==> src/design/utd_pkg.sv <==
package utd_pkg;

  // class of one raw byte, decided by the front end
  typedef enum logic [1:0] {
    CLS_ASCII = 2'd0,
    CLS_CONT  = 2'd1,
    CLS_LEAD2 = 2'd2,
    CLS_LEAD3 = 2'd3
  } utd_class_e;

  // kind of sequence pending in the decoder
  typedef enum logic [1:0] {
    KIND_NONE  = 2'd0,
    KIND_TWO   = 2'd1,
    KIND_THREE = 2'd2
  } utd_kind_e;

  // result status codes
  typedef enum logic [1:0] {
    ST_NONE  = 2'd0,
    ST_UNIT  = 2'd1,
    ST_ERROR = 2'd2
  } utd_status_e;

  // classified byte as it travels through the queue
  typedef struct packed {
    utd_class_e cls;
    logic [6:0] bits;
  } utd_item_t;

  localparam logic [7:0] ContMask  = 8'hC0;
  localparam logic [7:0] ContCode  = 8'h80;
  localparam logic [7:0] LeadMask  = 8'hE0;
  localparam logic [7:0] Lead2Code = 8'hC0;

  function automatic utd_class_e classify(logic [7:0] b);
    utd_class_e c;
    if (!b[7]) begin
      c = CLS_ASCII;
    end else if ((b & ContMask) == ContCode) begin
      c = CLS_CONT;
    end else if ((b & LeadMask) == Lead2Code) begin
      c = CLS_LEAD2;
    end else begin
      c = CLS_LEAD3;
    end
    return c;
  endfunction

endpackage

==> src/design/utd_byte_if.sv <==
interface utd_byte_if;
  logic       valid;
  logic       ready;
  logic [7:0] in_byte;

  modport source (output valid, output in_byte, input ready);
  modport sink (input valid, input in_byte, output ready);
endinterface

==> src/design/utd_result_if.sv <==
interface utd_result_if;
  logic        valid;
  logic        ready;
  logic [1:0]  status;
  logic [15:0] code_unit;

  modport source (output valid, output status, output code_unit, input ready);
  modport sink (input valid, input status, input code_unit, output ready);
endinterface

==> src/design/utd_front.sv <==
module utd_front
  import utd_pkg::*;
(
  input  logic      clk_i,
  input  logic      rst_ni,
  utd_byte_if.sink  in_i,
  output logic      item_vld_o,
  input  logic      item_rdy_i,
  output utd_item_t item_o
);

  logic      vld_q, vld_d;
  utd_item_t item_q;
  logic      take;

  // stage empties when the queue takes its item, unless a new byte is taken in the same cycle
  assign in_i.ready = !vld_q || item_rdy_i;
  assign take       = in_i.valid && in_i.ready;

  always_comb begin
    vld_d = vld_q;
    if (take) begin
      vld_d = 1'b1;
    end else if (item_rdy_i) begin
      vld_d = 1'b0;
    end
  end

  always_ff @(posedge clk_i or negedge rst_ni) begin
    if (!rst_ni) begin
      vld_q <= 1'b0;
    end else begin
      vld_q <= vld_d;
    end
  end

  always_ff @(posedge clk_i) begin
    if (take) begin
      item_q.cls  <= classify(in_i.in_byte);
      item_q.bits <= in_i.in_byte[6:0];
    end
  end

  assign item_vld_o = vld_q;
  assign item_o     = item_q;

endmodule

==> src/design/utd_fifo.sv <==
module utd_fifo
  import utd_pkg::*;
#(
  parameter int Depth = 2
) (
  input  logic      clk_i,
  input  logic      rst_ni,
  input  logic      wr_vld_i,
  output logic      wr_rdy_o,
  input  utd_item_t wr_item_i,
  output logic      rd_vld_o,
  input  logic      rd_rdy_i,
  output utd_item_t rd_item_o
);

  localparam int PtrW = (Depth > 1) ? $clog2(Depth) : 1;
  localparam int CntW = $clog2(Depth + 1);

  utd_item_t       mem_q [Depth];
  logic [PtrW-1:0] wr_ptr_q, wr_ptr_d, rd_ptr_q, rd_ptr_d;
  logic [CntW-1:0] cnt_q, cnt_d;
  logic            push, pop;

  assign wr_rdy_o  = cnt_q != CntW'(Depth);
  assign rd_vld_o  = cnt_q != '0;
  assign push      = wr_vld_i && wr_rdy_o;
  assign pop       = rd_vld_o && rd_rdy_i;
  assign rd_item_o = mem_q[rd_ptr_q];

  always_comb begin
    wr_ptr_d = wr_ptr_q;
    rd_ptr_d = rd_ptr_q;
    cnt_d    = cnt_q;
    if (push) begin
      wr_ptr_d = (wr_ptr_q == PtrW'(Depth - 1)) ? '0 : wr_ptr_q + 1'b1;
    end
    if (pop) begin
      rd_ptr_d = (rd_ptr_q == PtrW'(Depth - 1)) ? '0 : rd_ptr_q + 1'b1;
    end
    if (push && !pop) begin
      cnt_d = cnt_q + 1'b1;
    end else if (pop && !push) begin
      cnt_d = cnt_q - 1'b1;
    end
  end

  always_ff @(posedge clk_i or negedge rst_ni) begin
    if (!rst_ni) begin
      wr_ptr_q <= '0;
      rd_ptr_q <= '0;
      cnt_q    <= '0;
    end else begin
      wr_ptr_q <= wr_ptr_d;
      rd_ptr_q <= rd_ptr_d;
      cnt_q    <= cnt_d;
    end
  end

  always_ff @(posedge clk_i) begin
    if (push) begin
      mem_q[wr_ptr_q] <= wr_item_i;
    end
  end

endmodule

==> src/design/utd_back.sv <==
module utd_back
  import utd_pkg::*;
(
  input  logic        clk_i,
  input  logic        rst_ni,
  input  logic        swap_bytes_we_i,
  input  logic        swap_bytes_i,
  input  logic        item_vld_i,
  output logic        item_rdy_o,
  input  utd_item_t   item_i,
  utd_result_if.source out_o
);

  logic        swap_q;
  utd_kind_e   kind_q, kind_d;
  logic        mid_q, mid_d;
  logic [15:0] part_q, part_d;
  logic        out_vld_q, out_vld_d;
  utd_status_e status_q, status_d;
  logic [15:0] unit_q, unit_d;
  logic [15:0] raw_unit;
  logic        step;
  logic [5:0]  low6;

  assign item_rdy_o = !out_vld_q || out_o.ready;
  assign step       = item_vld_i && item_rdy_o;
  assign low6       = item_i.bits[5:0];

  // next decoder state
  always_comb begin
    kind_d = kind_q;
    mid_d  = mid_q;
    part_d = part_q;
    unique case (item_i.cls)
      CLS_ASCII: begin
        kind_d = KIND_NONE;
        mid_d  = (kind_q == KIND_NONE) ? mid_q : 1'b0;
        part_d = '0;
      end
      CLS_CONT: begin
        if (kind_q == KIND_TWO || (kind_q == KIND_THREE && mid_q)) begin
          kind_d = KIND_NONE;
          mid_d  = 1'b0;
          part_d = '0;
        end else if (kind_q == KIND_THREE) begin
          mid_d  = 1'b1;
          part_d = part_q | {4'b0, low6, 6'b0};
        end
      end
      CLS_LEAD2: begin
        kind_d = KIND_TWO;
        mid_d  = 1'b0;
        part_d = {5'b0, item_i.bits[4:0], 6'b0};
      end
      CLS_LEAD3: begin
        kind_d = KIND_THREE;
        mid_d  = 1'b0;
        part_d = {item_i.bits[3:0], 12'b0};
      end
      default: begin
        kind_d = kind_q;
      end
    endcase
  end

  // result of this byte
  always_comb begin
    status_d = ST_NONE;
    raw_unit = '0;
    unique case (item_i.cls)
      CLS_ASCII: begin
        if (kind_q != KIND_NONE) begin
          status_d = ST_ERROR;
        end else begin
          status_d = ST_UNIT;
          raw_unit = {9'b0, item_i.bits};
        end
      end
      CLS_CONT: begin
        if (kind_q == KIND_TWO || (kind_q == KIND_THREE && mid_q)) begin
          status_d = ST_UNIT;
          raw_unit = part_q | {10'b0, low6};
        end else if (kind_q != KIND_THREE) begin
          status_d = ST_ERROR;
        end
      end
      CLS_LEAD2, CLS_LEAD3: begin
        status_d = (kind_q != KIND_NONE) ? ST_ERROR : ST_NONE;
      end
      default: begin
        status_d = ST_NONE;
      end
    endcase
    unit_d = swap_q ? {raw_unit[7:0], raw_unit[15:8]} : raw_unit;
  end

  always_comb begin
    out_vld_d = out_vld_q;
    if (step) begin
      out_vld_d = 1'b1;
    end else if (out_o.ready) begin
      out_vld_d = 1'b0;
    end
  end

  always_ff @(posedge clk_i or negedge rst_ni) begin
    if (!rst_ni) begin
      swap_q    <= 1'b1;
      kind_q    <= KIND_NONE;
      mid_q     <= 1'b0;
      part_q    <= '0;
      out_vld_q <= 1'b0;
    end else begin
      if (swap_bytes_we_i) begin
        swap_q <= swap_bytes_i;
      end
      if (step) begin
        kind_q <= kind_d;
        mid_q  <= mid_d;
        part_q <= part_d;
      end
      out_vld_q <= out_vld_d;
    end
  end

  always_ff @(posedge clk_i) begin
    if (step) begin
      status_q <= status_d;
      unit_q   <= unit_d;
    end
  end

  assign out_o.valid     = out_vld_q;
  assign out_o.status    = status_q;
  assign out_o.code_unit = unit_q;

endmodule

==> src/design/utf8_to_ucs2_decoder.sv <==
// channel   direction  width  contents
// in_i      sink       8      in_byte, one raw utf-8 byte per transaction
// out_o     source     2+16   status, code_unit (one result per input byte)
// swap_*    write      1      swap_bytes register, reset 1
//
// throughput is one byte per cycle while the sink does not stall; an accepted byte
// passes the classify register, the queue and the decoder/result register in turn
// the decoder state update in the back end is the loop that sets the throughput
// asynchronous active-low reset clears state, the queue and swap_bytes to 1
// either side may stall: the queue lets the front keep taking bytes while the
// result register waits on a stalled sink
module utf8_to_ucs2_decoder
  import utd_pkg::*;
#(
  parameter int QueueDepth = 2
) (
  input  logic         clk_i,
  input  logic         rst_ni,
  input  logic         swap_bytes_we_i,
  input  logic         swap_bytes_i,
  utd_byte_if.sink     in_i,
  utd_result_if.source out_o
);

  // front end to queue
  logic      fr_vld, fr_rdy;
  utd_item_t fr_item;
  // queue to back end
  logic      q_vld, q_rdy;
  utd_item_t q_item;

  // front: register and classify each accepted byte
  utd_front u_front (
    .clk_i      (clk_i),
    .rst_ni     (rst_ni),
    .in_i       (in_i),
    .item_vld_o (fr_vld),
    .item_rdy_i (fr_rdy),
    .item_o     (fr_item)
  );

  // short queue decoupling classification from decoding
  utd_fifo #(
    .Depth (QueueDepth)
  ) u_fifo (
    .clk_i     (clk_i),
    .rst_ni    (rst_ni),
    .wr_vld_i  (fr_vld),
    .wr_rdy_o  (fr_rdy),
    .wr_item_i (fr_item),
    .rd_vld_o  (q_vld),
    .rd_rdy_i  (q_rdy),
    .rd_item_o (q_item)
  );

  // back: sequence state, code unit assembly, byte swap, result register
  utd_back u_back (
    .clk_i           (clk_i),
    .rst_ni          (rst_ni),
    .swap_bytes_we_i (swap_bytes_we_i),
    .swap_bytes_i    (swap_bytes_i),
    .item_vld_i      (q_vld),
    .item_rdy_o      (q_rdy),
    .item_i          (q_item),
    .out_o           (out_o)
  );

  // a byte taken at the input sits in the front register next cycle
  a_front_capture: assert property (@(posedge clk_i) disable iff (!rst_ni)
    (in_i.valid && in_i.ready) |=> fr_vld)
    else $error("accepted byte lost in front stage");

  // a classified byte blocked by a full queue stays put
  a_front_hold: assert property (@(posedge clk_i) disable iff (!rst_ni)
    (fr_vld && !fr_rdy) |=> (fr_vld && $stable(fr_item)))
    else $error("front item dropped while queue full");

  // only a code unit result carries a nonzero value
  a_unit_zero: assert property (@(posedge clk_i) disable iff (!rst_ni)
    (out_o.valid && out_o.status != ST_UNIT) |-> (out_o.code_unit == '0))
    else $error("code unit set on a non-unit result");

  // no unused status code appears
  a_status_code: assert property (@(posedge clk_i) disable iff (!rst_ni)
    out_o.valid |-> (out_o.status == ST_NONE || out_o.status == ST_UNIT ||
                     out_o.status == ST_ERROR))
    else $error("illegal status code");

endmodule
==> src/flat_wrapper.sv <==
// flat-port wrapper written by rule: the top's interface ports become plain ports
module utf8_to_ucs2_decoder_flat import utd_pkg::*;
#(
  parameter int QueueDepth = 2
)
  (clk_i, rst_ni, swap_bytes_we_i, swap_bytes_i, in_i_valid, in_i_in_byte, in_i_ready, out_o_valid, out_o_status, out_o_code_unit, out_o_ready);
  utd_byte_if in_i_i ();
  utd_result_if out_o_i ();
  input  logic clk_i;
  input  logic rst_ni;
  input  logic swap_bytes_we_i;
  input  logic swap_bytes_i;
  input wire logic [$bits(in_i_i.valid)-1:0] in_i_valid;
  input wire logic [$bits(in_i_i.in_byte)-1:0] in_i_in_byte;
  output wire logic [$bits(in_i_i.ready)-1:0] in_i_ready;
  output wire logic [$bits(out_o_i.valid)-1:0] out_o_valid;
  output wire logic [$bits(out_o_i.status)-1:0] out_o_status;
  output wire logic [$bits(out_o_i.code_unit)-1:0] out_o_code_unit;
  input wire logic [$bits(out_o_i.ready)-1:0] out_o_ready;
  assign in_i_i.valid = in_i_valid;
  assign in_i_i.in_byte = in_i_in_byte;
  assign in_i_ready = in_i_i.ready;
  assign out_o_valid = out_o_i.valid;
  assign out_o_status = out_o_i.status;
  assign out_o_code_unit = out_o_i.code_unit;
  assign out_o_i.ready = out_o_ready;
  utf8_to_ucs2_decoder #(.QueueDepth(QueueDepth)) u_core (.clk_i(clk_i), .rst_ni(rst_ni), .swap_bytes_we_i(swap_bytes_we_i), .swap_bytes_i(swap_bytes_i), .in_i(in_i_i), .out_o(out_o_i));
endmodule
==> config.mk <==
export PLATFORM = sky130hd
export DESIGN_NAME = utf8_to_ucs2_decoder_flat
export DESIGN_NICKNAME = d
export VERILOG_FILES = /design/src/design/utd_pkg.sv /design/src/design/utd_byte_if.sv /design/src/design/utd_result_if.sv /design/src/design/utd_front.sv /design/src/design/utd_fifo.sv /design/src/design/utd_back.sv /design/src/design/utf8_to_ucs2_decoder.sv /design/src/flat_wrapper.sv
export SDC_FILE = /design/constraint.sdc
export NUM_CORES = 1
export LEC_CHECK = 0
export BUFFER_PORTS_ARGS = -buffer_cell sky130_fd_sc_hd__buf_2
export CELL_PAD_IN_SITES_DETAIL_PLACEMENT = 1
export CELL_PAD_IN_SITES_GLOBAL_PLACEMENT = 1
export CORE_ASPECT_RATIO = 0.5
export CORE_MARGIN = 2
export CORE_UTILIZATION = 47
export DETAILED_ROUTE_END_ITERATION = 8
export PLACE_DENSITY_LB_ADDON = 0.1
export SLEW_MARGIN = 20
export SYNTH_ARGS = -nofsm -noshare
export SYNTH_HDL_FRONTEND = slang
export SYNTH_SLANG_ARGS = --single-unit
==> constraint.sdc <==
create_clock -name clk_i -period 1.9 [get_ports clk_i]
set_input_delay 0.38 -clock clk_i [delete_from_list [all_inputs] [get_ports clk_i]]
set_output_delay 0.38 -clock clk_i [all_outputs]
set_load 0.01 [all_outputs]
# == Word-level counts from Yosys, hierarchy flattened ==
# Memory sizes are Yosys's and may differ from the RTL's.
# Cells that the tools add are included.
# word_totals
regBits,53
mem_bits_rw,18
inputBits,14
out_inout_bits,20
n_memories,1
# op_classes
add_sub_neg,4
n_eq_ne,12
muxes,30
n_bitwise,3
reduce_logical,25
# memory_table
memory,depth,width,rd,rd_ports_with_merged_regs,write_ports,line,rtl
u_core.u_fifo.mem_q,2,9,1,0,1,utd_fifo.sv:19,utd_item_t mem_q [Depth];
# op_table
op,n
16-bit two-way mux,4
16-bit case mux with 4 select lines,1
16-bit case mux with 2 select lines,1
16-bit by 12-bit OR with 16-bit output,1
16-bit by 6-bit OR with 16-bit output,1
2-bit two-way mux,7
1-bit two-way mux,13
2-bit nonzero test,5
2-bit == test (second input constant),4
2-bit inequality test (second input constant),4
2-bit case mux with 4 select lines,1
7-bit two-way mux,1
1-bit logical AND,6
2-bit case mux with 3 select lines,1
2-bit by 1-bit == test with 1-bit output (second input constant),2
1-bit logical NOT,4
2-bit logical NOT,2
2-bit AND reduction,2
2-bit OR reduction,2
3-bit == test (second input constant),1
1-bit logical OR,3
3-bit inequality test (second input constant),1
1-bit case mux with 3 select lines,1
3-bit AND reduction,1
other kinds (4),5

# == Depth between registers and ports, before layout ==
# Gate-level depths: netlist of run 1.
# depth
ltp_word,6
mapped_depth,7
mapped_depth_nobuf,7

# == Cells and area by module ==
# From an unflattened synthesis of run 1, not the netlist that was laid out.
# unflattened
cells_unflattened,185
hier_area_um2,2746.4
# modules_own_cells
module,instances,cells_each,area_per_inst_um2
utd_back,1,123,1544.0
utd_fifo,1,46,860.8
utd_front,1,16,341.6

# == Worst setup path before layout of run 1 ==
# Ideal clock, no wire load.
# synth_path
path_kind,reg2reg
from,"register u_core.u_back.out_vld_q, in the netlist u_core.u_back.out_o.valid"
to,register u_core.u_back.kind_q[0]
setup_ps,121
arrival_ps,1566
required_ps,1779
path_slack_ps,213
path_stages_with_launch,7
path_buffers,1
path_cell_list,dfrtp_1 nor2b_1 or2_1 buf_2 inv_2 o21ai_4 a22o_1
# synth_between
elab_chain_len,4
# synth_lines
element,line,rtl
start: declaration,utd_back.sv:18,"logic out_vld_q, out_vld_d;"
start signal: assignment,utd_back.sv:122,out_vld_q <= out_vld_d;
1-bit logical NOT,utd_back.sv:25,assign item_rdy_o = !out_vld_q || out_o.ready;
1-bit logical OR,utd_back.sv:25,
1-bit logical AND,utd_back.sv:26,assign step = item_vld_i && item_rdy_o;
2-bit AND reduction (no source line),--,
end signal: assignment,utd_back.sv:118,kind_q <= kind_d;
end: declaration,utd_back.sv:15,"utd_kind_e kind_q, kind_d;"
# No other way between the ends.
# A chain may end at the register's enable or synchronous reset.

# == Worst setup path in the final report of run 1 ==
# layout_path
from,register u_core.u_fifo.rd_ptr_q
to,"register u_core.u_back.unit_q[8], in the netlist u_core.u_back.out_o.code_unit[8], data pin"
# layout_between
elab_chain_len,5
elab_cells_between_ends,8
# layout_lines
element,line,rtl
start: declaration,utd_fifo.sv:20,"logic [PtrW-1:0] wr_ptr_q, wr_ptr_d, rd_ptr_q, rd_ptr_d;"
start signal: assignment,utd_fifo.sv:54,rd_ptr_q <= rd_ptr_d;
memory 2 x 9 bit *,--,
16-bit by 6-bit OR with 16-bit output,utd_back.sv:82,"raw_unit = part_q | {10'b0, low6};"
16-bit two-way mux,utd_back.sv:80,if (kind_q == KIND_TWO || (kind_q == KIND_THREE && mid_q)) begin
16-bit case mux with 2 select lines *,utd_back.sv:70,unique case (item_i.cls)
16-bit two-way mux *,utd_back.sv:94,"unit_d = swap_q ? {raw_unit[7:0], raw_unit[15:8]} : raw_unit;"
via u_core.u_back.unit_d[8],utd_back.sv:20,"logic [15:0] unit_q, unit_d;"
end signal: assignment,utd_back.sv:129,unit_q <= unit_d;
end: declaration,utd_back.sv:20,
# The timed path passes the listed nets; every way through them passes the cells marked *.

==> impl_metrics.tcl, run 1 <==
set metrics [dict create \
    switching_power_mw 2.04 \
    port_buffers 33 \
    grtUsageTotal_pct 21.2 \
    period_share_pct 93.2 \
    ys_seq_elements 65 \
    worstPathRequired_ns 2.06 \
    antennaDiodeCount 0 \
    firstDrtPassIters 4 \
    dpl.hpwl_um 4100 \
    grt_pass1_vias 1857 \
    fin_tns_setup_ns 0 \
    drv_slew 0 \
    yosysTopAreaCellShare_pct 49.2 \
    antenna_left 0 \
    synth_cell_types 46 \
    die_area_um2 6500 \
    syn-num-nets 204 \
    ctsResizeCount 0 \
    via_per_inst 5.61 \
    htreeDepth 3 \
    core_area_um2 5560 \
    area_delta_synth_final_pct 21.9 \
    max_freq_mhz 565 \
    worst_setup_path_start_kind "flip-flop" \
    rsz0062_at_grt "no" \
    cts_buffers 9 \
    synth_top_family_by_area "compound AO/OA/AOI/OAI gates" \
    crit_arrival_ns 1.93 \
    initial_utilization_pct 49.3 \
    netlist_instances 189 \
    synth_mux_area_share_pct 5.29 \
    yosysWarnings 0 \
    crit_type "flip-flop to flip-flop" \
    synth-main-ff-cell "edfxtp_1" \
    final_nets 249 \
    power_density_nw_per_um2 1810 \
    wl_um 6160 \
    detail_route.wl_per_cell_um 19.8 \
    cp-end-kind "flip-flop" \
    synth_compound_area_share_pct 13.7 \
    period_needed_ns 1.77 \
    cts_setup_buffers 0 \
    synth_xor_area_share_pct 2.23 \
    placed_cell_area_um2 3020 \
    setup_violations 0 \
    swShare_pct 33.6 \
    synth_area_per_cell_um2 14.5 \
    netlist_area_um2 2740 \
    clk_pin_slew_ns 0.06 \
    yosysTopAreaCell "edfxtp_1" \
    final_area_um2 3340 \
    synth_edf_count 45 \
    cts_tree "built" \
    drc 0 \
    worst_pin_slew_ns 0.507 \
    p_leak_nw 1.35 \
    clockRootBuffer "clkbuf_16" \
    synth_area_leaders "edfxtp_1 49%, dfrtp_1 17%, mux2_2 3.7%" \
    cts_hold_buf 0 \
    p_int_mw 4.03 \
    synthTopCellsByCount "45 x edfxtp_1, 19 x dfrtp_1, 10 x inv_1" \
    synthSimpleGateAreaFrac_pct 7.66 \
    grt-ovfl-total 0 \
    clkPwrFrac_pct 29.0 \
    utilization_pct 60.1 \
    finalHoldViolCount 0 \
    vdd_drop_max_v 0.000692 \
    finClkSkew_ns 0.00391 \
    drt_iter0_drc 76 \
    pin_count 34 \
    path_max_fanout 9 \
    antenna_found_initial 0 \
    routabilityCongestion 0.892 \
    seq_area_frac_synth_pct 67.5 \
    rows 19 \
    clkLatencyLatePin_ns 0.33 \
    slew_headroom_pct 66.2 \
    route.vias.total 1751 \
    grt_max_degree 21 \
    fp.dieW_um 112 \
    die_h_um 58.0 \
    power_frac_seq_pct 39.8 \
    maxCapViolations 0 \
    cts.sink_count 65 \
    status "finished clean" \
    drive_above_1_share_pct 33.5 \
    synth_fa_ha_area_share_pct 0.456 \
    grt_pass1_wl_um 10000 \
    clockBufferDepth 2 \
    async_flop_share_pct 30.8 \
    min_path_type "input pin to asynchronous set/reset pin" \
    p_comb_share_pct 31.2 \
    post-synth-top-count-cell "edfxtp_1" \
]
state kept, by name, indices dropped and copies added, names as in the netlist, 2 cells and up:
name and cells:
u_core.u_fifo.mem_q 18, u_core.u_back.part_q 10, u_core.u_front.item_o 9, u_core.u_fifo.cnt_q 2
u_core.u_back.kind_q 2, u_core.u_back.out_o.status 2, u_core.u_back.out_o.code_unit 16
layout make-up:
class	count	area, um^2
Multi-Input combinational cell	106	812
Tap cell	73	91.3
Sequential cell	65	1850
Timing Repair Buffer	41	225
Clock buffer	9	225
Clock inverter	7	95.1
Fill cell	564	2220
Inverter	11	41.3
final timing paths:
path                                                     to                      from  depth (start not counted)  slack, ns
min                               u_core.u_front.item_vld_o                    rst_ni                          1       0.02
max reg2reg                u_core.u_back.out_o.code_unit[8]    u_core.u_fifo.rd_ptr_q                          4       0.13
max                        u_core.u_back.out_o.code_unit[8]    u_core.u_fifo.rd_ptr_q                          4       0.13
min in group clk_i                 u_core.u_front.item_o[2]           in_i_in_byte[2]                          1       0.22
max in group asynchronous            u_core.u_fifo.rd_ptr_q                    rst_ni                          1       1.52
min reg2reg                       u_core.u_fifo.mem_q[0][2]  u_core.u_front.item_o[2]                          0       0.45
placed cells by master (no fill, tap or decap), types with 5 or more instances in the layout:
cell and instances:
edfxtp_1 45, buf_2 33, dfrtp_1 18, inv_1 10
mux2_2 9, clkbuf_16 9, nand2_1 8, buf_4 8
nor2_1 7, o2bb2ai_1 6, a32o_1 6, a21oi_1 6
a31oi_1 6, a22o_1 5
power groups by stage:
| stage | Sequential, mW | Clock (mW) | Combinational, mW |
|---|---|---|---|
| after floorplan | 2.40 | 0 | 1.24 |
| after global placement | 2.39 | 0 | 1.80 |
| after detailed placement | 2.42 | 0 | 1.86 |
| after CTS | 2.41 | 1.78 | 1.90 |
| after global routing | 2.47 | 1.85 | 2.07 |
| final | 2.42 | 1.76 | 1.90 |
critical path, stage by stage, from the launching register on:
cell and delay, ns:
dfrtp_2 0.48, or3b_4 0.42, a22oi_2 0.26, and2_2 0.27, o2bb2ai_1 0.17
metal layers:
| layer | track usage [%] | up-vias | part of all wire (%) |
|---|---|---|---|
| met5 | 0 | - | 0 |
| li1 | - | 805 | - |
| met2 | 35.7 | 53 | 49 |
| met1 | 26.3 | 877 | 44 |
| met3 | 6.80 | 16 | 5.3 |
| met4 | 8.19 | 0 | 1.8 |
stage by stage:
stage / hold WS [ns] / cells / power (mW) / setup slack, ns
final: 0.0159 / 312 / 6.07 / 0.130
after global routing: 0.0408 / 312 / 6.40 / 0.0591
after CTS: 0.0293 / 312 / 6.09 / 0.0146
after detailed placement: 0.376 / 296 / 4.28 / 0.0563
after global placement: 0.375 / 296 / 4.19 / 0.136
after floorplan: 0.0844 / 189 / 3.64 / 0.213
logic make-up after synthesis:
group | count (synthesis)
and+or+nand+nor | 37
adders and majority gates | 1
xor gates and xnor gates | 7
AOI/OAI and AO/OA | 48
buffers and inverters | 18
DFF | 65
muxes | 13
Power figures use the tool's default switching activity.
==> inputs of run 2 (changes only) <==
--- a/config.mk
+++ b/config.mk
@@ -10,7 +10,7 @@
 export CELL_PAD_IN_SITES_GLOBAL_PLACEMENT = 1
 export CORE_ASPECT_RATIO = 0.5
 export CORE_MARGIN = 2
-export CORE_UTILIZATION = 47
+export CORE_UTILIZATION = 35
 export DETAILED_ROUTE_END_ITERATION = 8
 export PLACE_DENSITY_LB_ADDON = 0.1
 export SLEW_MARGIN = 20
==> run 2 against run 1 <==
  * Global-route usage decreased by 6.4 points
  * Setup slack got worse by 0.027 ns
  * Routed wire length decreased by 9.7%
  * Clock skew increased by 0.0030 ns
  * Via count decreased by 4.6%
  * Hold slack improved by 0.0029 ns
  * Cell count increased by 11%
==> impl_metrics.tcl, run 2 (synthesis results as in run 1) <==
set metrics [dict create \
    firstDrtPassIters 4 \
    cts_tree "built" \
    area_delta_synth_final_pct 21.2 \
    clockBufferDepth 2 \
    vdd_drop_max_v 0.000533 \
    finClkSkew_ns 0.00688 \
    antennaDiodeCount 0 \
    fin_tns_setup_ns 0 \
    drt_iter0_drc 69 \
    grtUsageTotal_pct 14.8 \
    worst_setup_path_start_kind "flip-flop" \
    port_buffers 33 \
    fin_cells 345 \
    crit_type "flip-flop to flip-flop" \
    cp-startpoint "u_core.u_fifo.rd_ptr_q" \
    path_max_fanout 7 \
    detail_route.wl_per_cell_um 16.1 \
    route.vias.total 1671 \
    cts.sink_count 65 \
    rows 22 \
    via_per_inst 4.84 \
    grt_pass1_vias 1795 \
    finalHoldViolCount 0 \
    final_nets 248 \
    status "finished clean" \
    cp-end-kind "flip-flop" \
    regMostFlops "u_core.u_fifo.mem_q" \
    drc 0 \
    power_density_nw_per_um2 1700 \
    maxCapViolations 0 \
    grt_max_degree 21 \
    grt_pass1_wl_um 9120 \
    largest_reg_flops 18 \
    routabilityCongestion 0.760 \
    initial_utilization_pct 36.8 \
    crit_arrival_ns 1.92 \
    p_leak_nw 1.32 \
    max_freq_mhz 557 \
    placed_cells 330 \
    die_h_um 66.6 \
    hold_ws_ns 0.0188 \
    worstPathRequired_ns 2.02 \
    pin_count 34 \
    p_comb_share_pct 32.9 \
    power_frac_seq_pct 42.2 \
    slew_headroom_pct 66.2 \
    p_int_mw 3.75 \
    rsz0062_at_grt "no" \
    clkPwrFrac_pct 24.9 \
    core_area_um2 7460 \
    setup_violations 0 \
    final_cell_mix "45 x edfxtp_1, 33 x buf_2, 18 x dfrtp_1" \
    r2r-start "u_core.u_fifo.rd_ptr_q" \
    die_area_um2 8610 \
    antenna_found_initial 0 \
    fp.dieW_um 129 \
    min_path_type "input pin to asynchronous set/reset pin" \
    drv_slew 0 \
    switching_power_mw 1.91 \
    clk_pin_slew_ns 0.05 \
    drive_above_1_share_pct 32.1 \
    period_needed_ns 1.80 \
    r2r_cells 4 \
    cts_buffers 9 \
    layout_commonest_cell "edfxtp_1" \
    dpl.hpwl_um 3970 \
    swShare_pct 33.7 \
    clockRootBuffer "clkbuf_16" \
    antenna_left 0 \
    period_share_pct 94.6 \
    fill_cells 787 \
    htreeDepth 3 \
    grt-ovfl-total 0 \
    wl_um 5570 \
    worst_pin_slew_ns 0.507 \
    clkLatencyLatePin_ns 0.33 \
    utilization_pct 44.6 \
]
[run 2: changes by cell type in the layout (fill, tap and decap cells not counted)]
cell and delta:
buf_12 +1, clkinv_2 +2, clkinvlp_4 -1, clkbuf_1 +1, clkinv_1 +1, clkinv_4 -2, buf_4 -2, bufinv_16 -2
[run 2: area by class of cell]
class,count,area [um^2],share of cell area [%]
flip-flops and latches,65,1850,55.8
inverters,11,41.3,1.24
clock inverters,5,23.8,0.715
clock buffers,10,229,6.88
well taps,108,135,4.06
multi-input cells,106,812,24.4
repair buffers,40,230,6.92
[run 2: timing repair]
item	4_1_cts	5_1_grt
setup buffers	0	0
hold buffers	0	0
resized for setup	1	2
setup endpoints to repair	1	7
[run 2: metrics by stage]
step / worst slack, ns / cell area [um^2] / total power, mW
floorplan: 0.213 / 2740 / 3.64
global placement: -0.129 / 3060 / 4.22
detailed placement: -0.0305 / 3060 / 4.28
CTS: 0.0448 / 3320 / 5.73
global route: 0.0157 / 3330 / 6.05
finish: 0.103 / 3330 / 5.66
[run 2: critical path, cell delays in order (launching register included)]
cell	delay (ns)
dfrtp_2	0.45
mux2_2	0.39
nor4_2	0.29
a22oi_1	0.18
o21ai_0	0.28
[run 2: layer usage]
metal | vias to the layer above | wire, um | GRT usage, %
li1 | 805 | - | -
met1 | 814 | 2750 | 18.8
met2 | 42 | 2440 | 23.0
met3 | 10 | 290 | 5.30
met4 | 0 | 85 | 6.39
met5 | - | 0 | 0
[run 2: worst paths after layout]
kind / end / slack, ns
max reg2reg: u_core.u_back.out_o.code_unit[14] / 0.10
min reg2reg: u_core.u_fifo.mem_q[1][0] / 0.44
min: u_core.u_fifo.cnt_q[1] / 0.02
max: u_core.u_back.out_o.code_unit[14] / 0.10
max in group asynchronous: u_core.u_fifo.rd_ptr_q / 1.51
min in group clk_i: u_core.u_back.swap_q / 0.21
[run 2: power by group through the flow]
stage / combinational, mW / clock (mW) / sequential, mW
4_1_cts: 1.90 / 1.45 / 2.39
5_1_grt: 2.09 / 1.51 / 2.45
2_1_floorplan: 1.24 / 0 / 2.40
6_report: 1.86 / 1.41 / 2.39
3_5_place_dp: 1.88 / 0 / 2.41
3_3_place_gp: 1.84 / 0 / 2.38
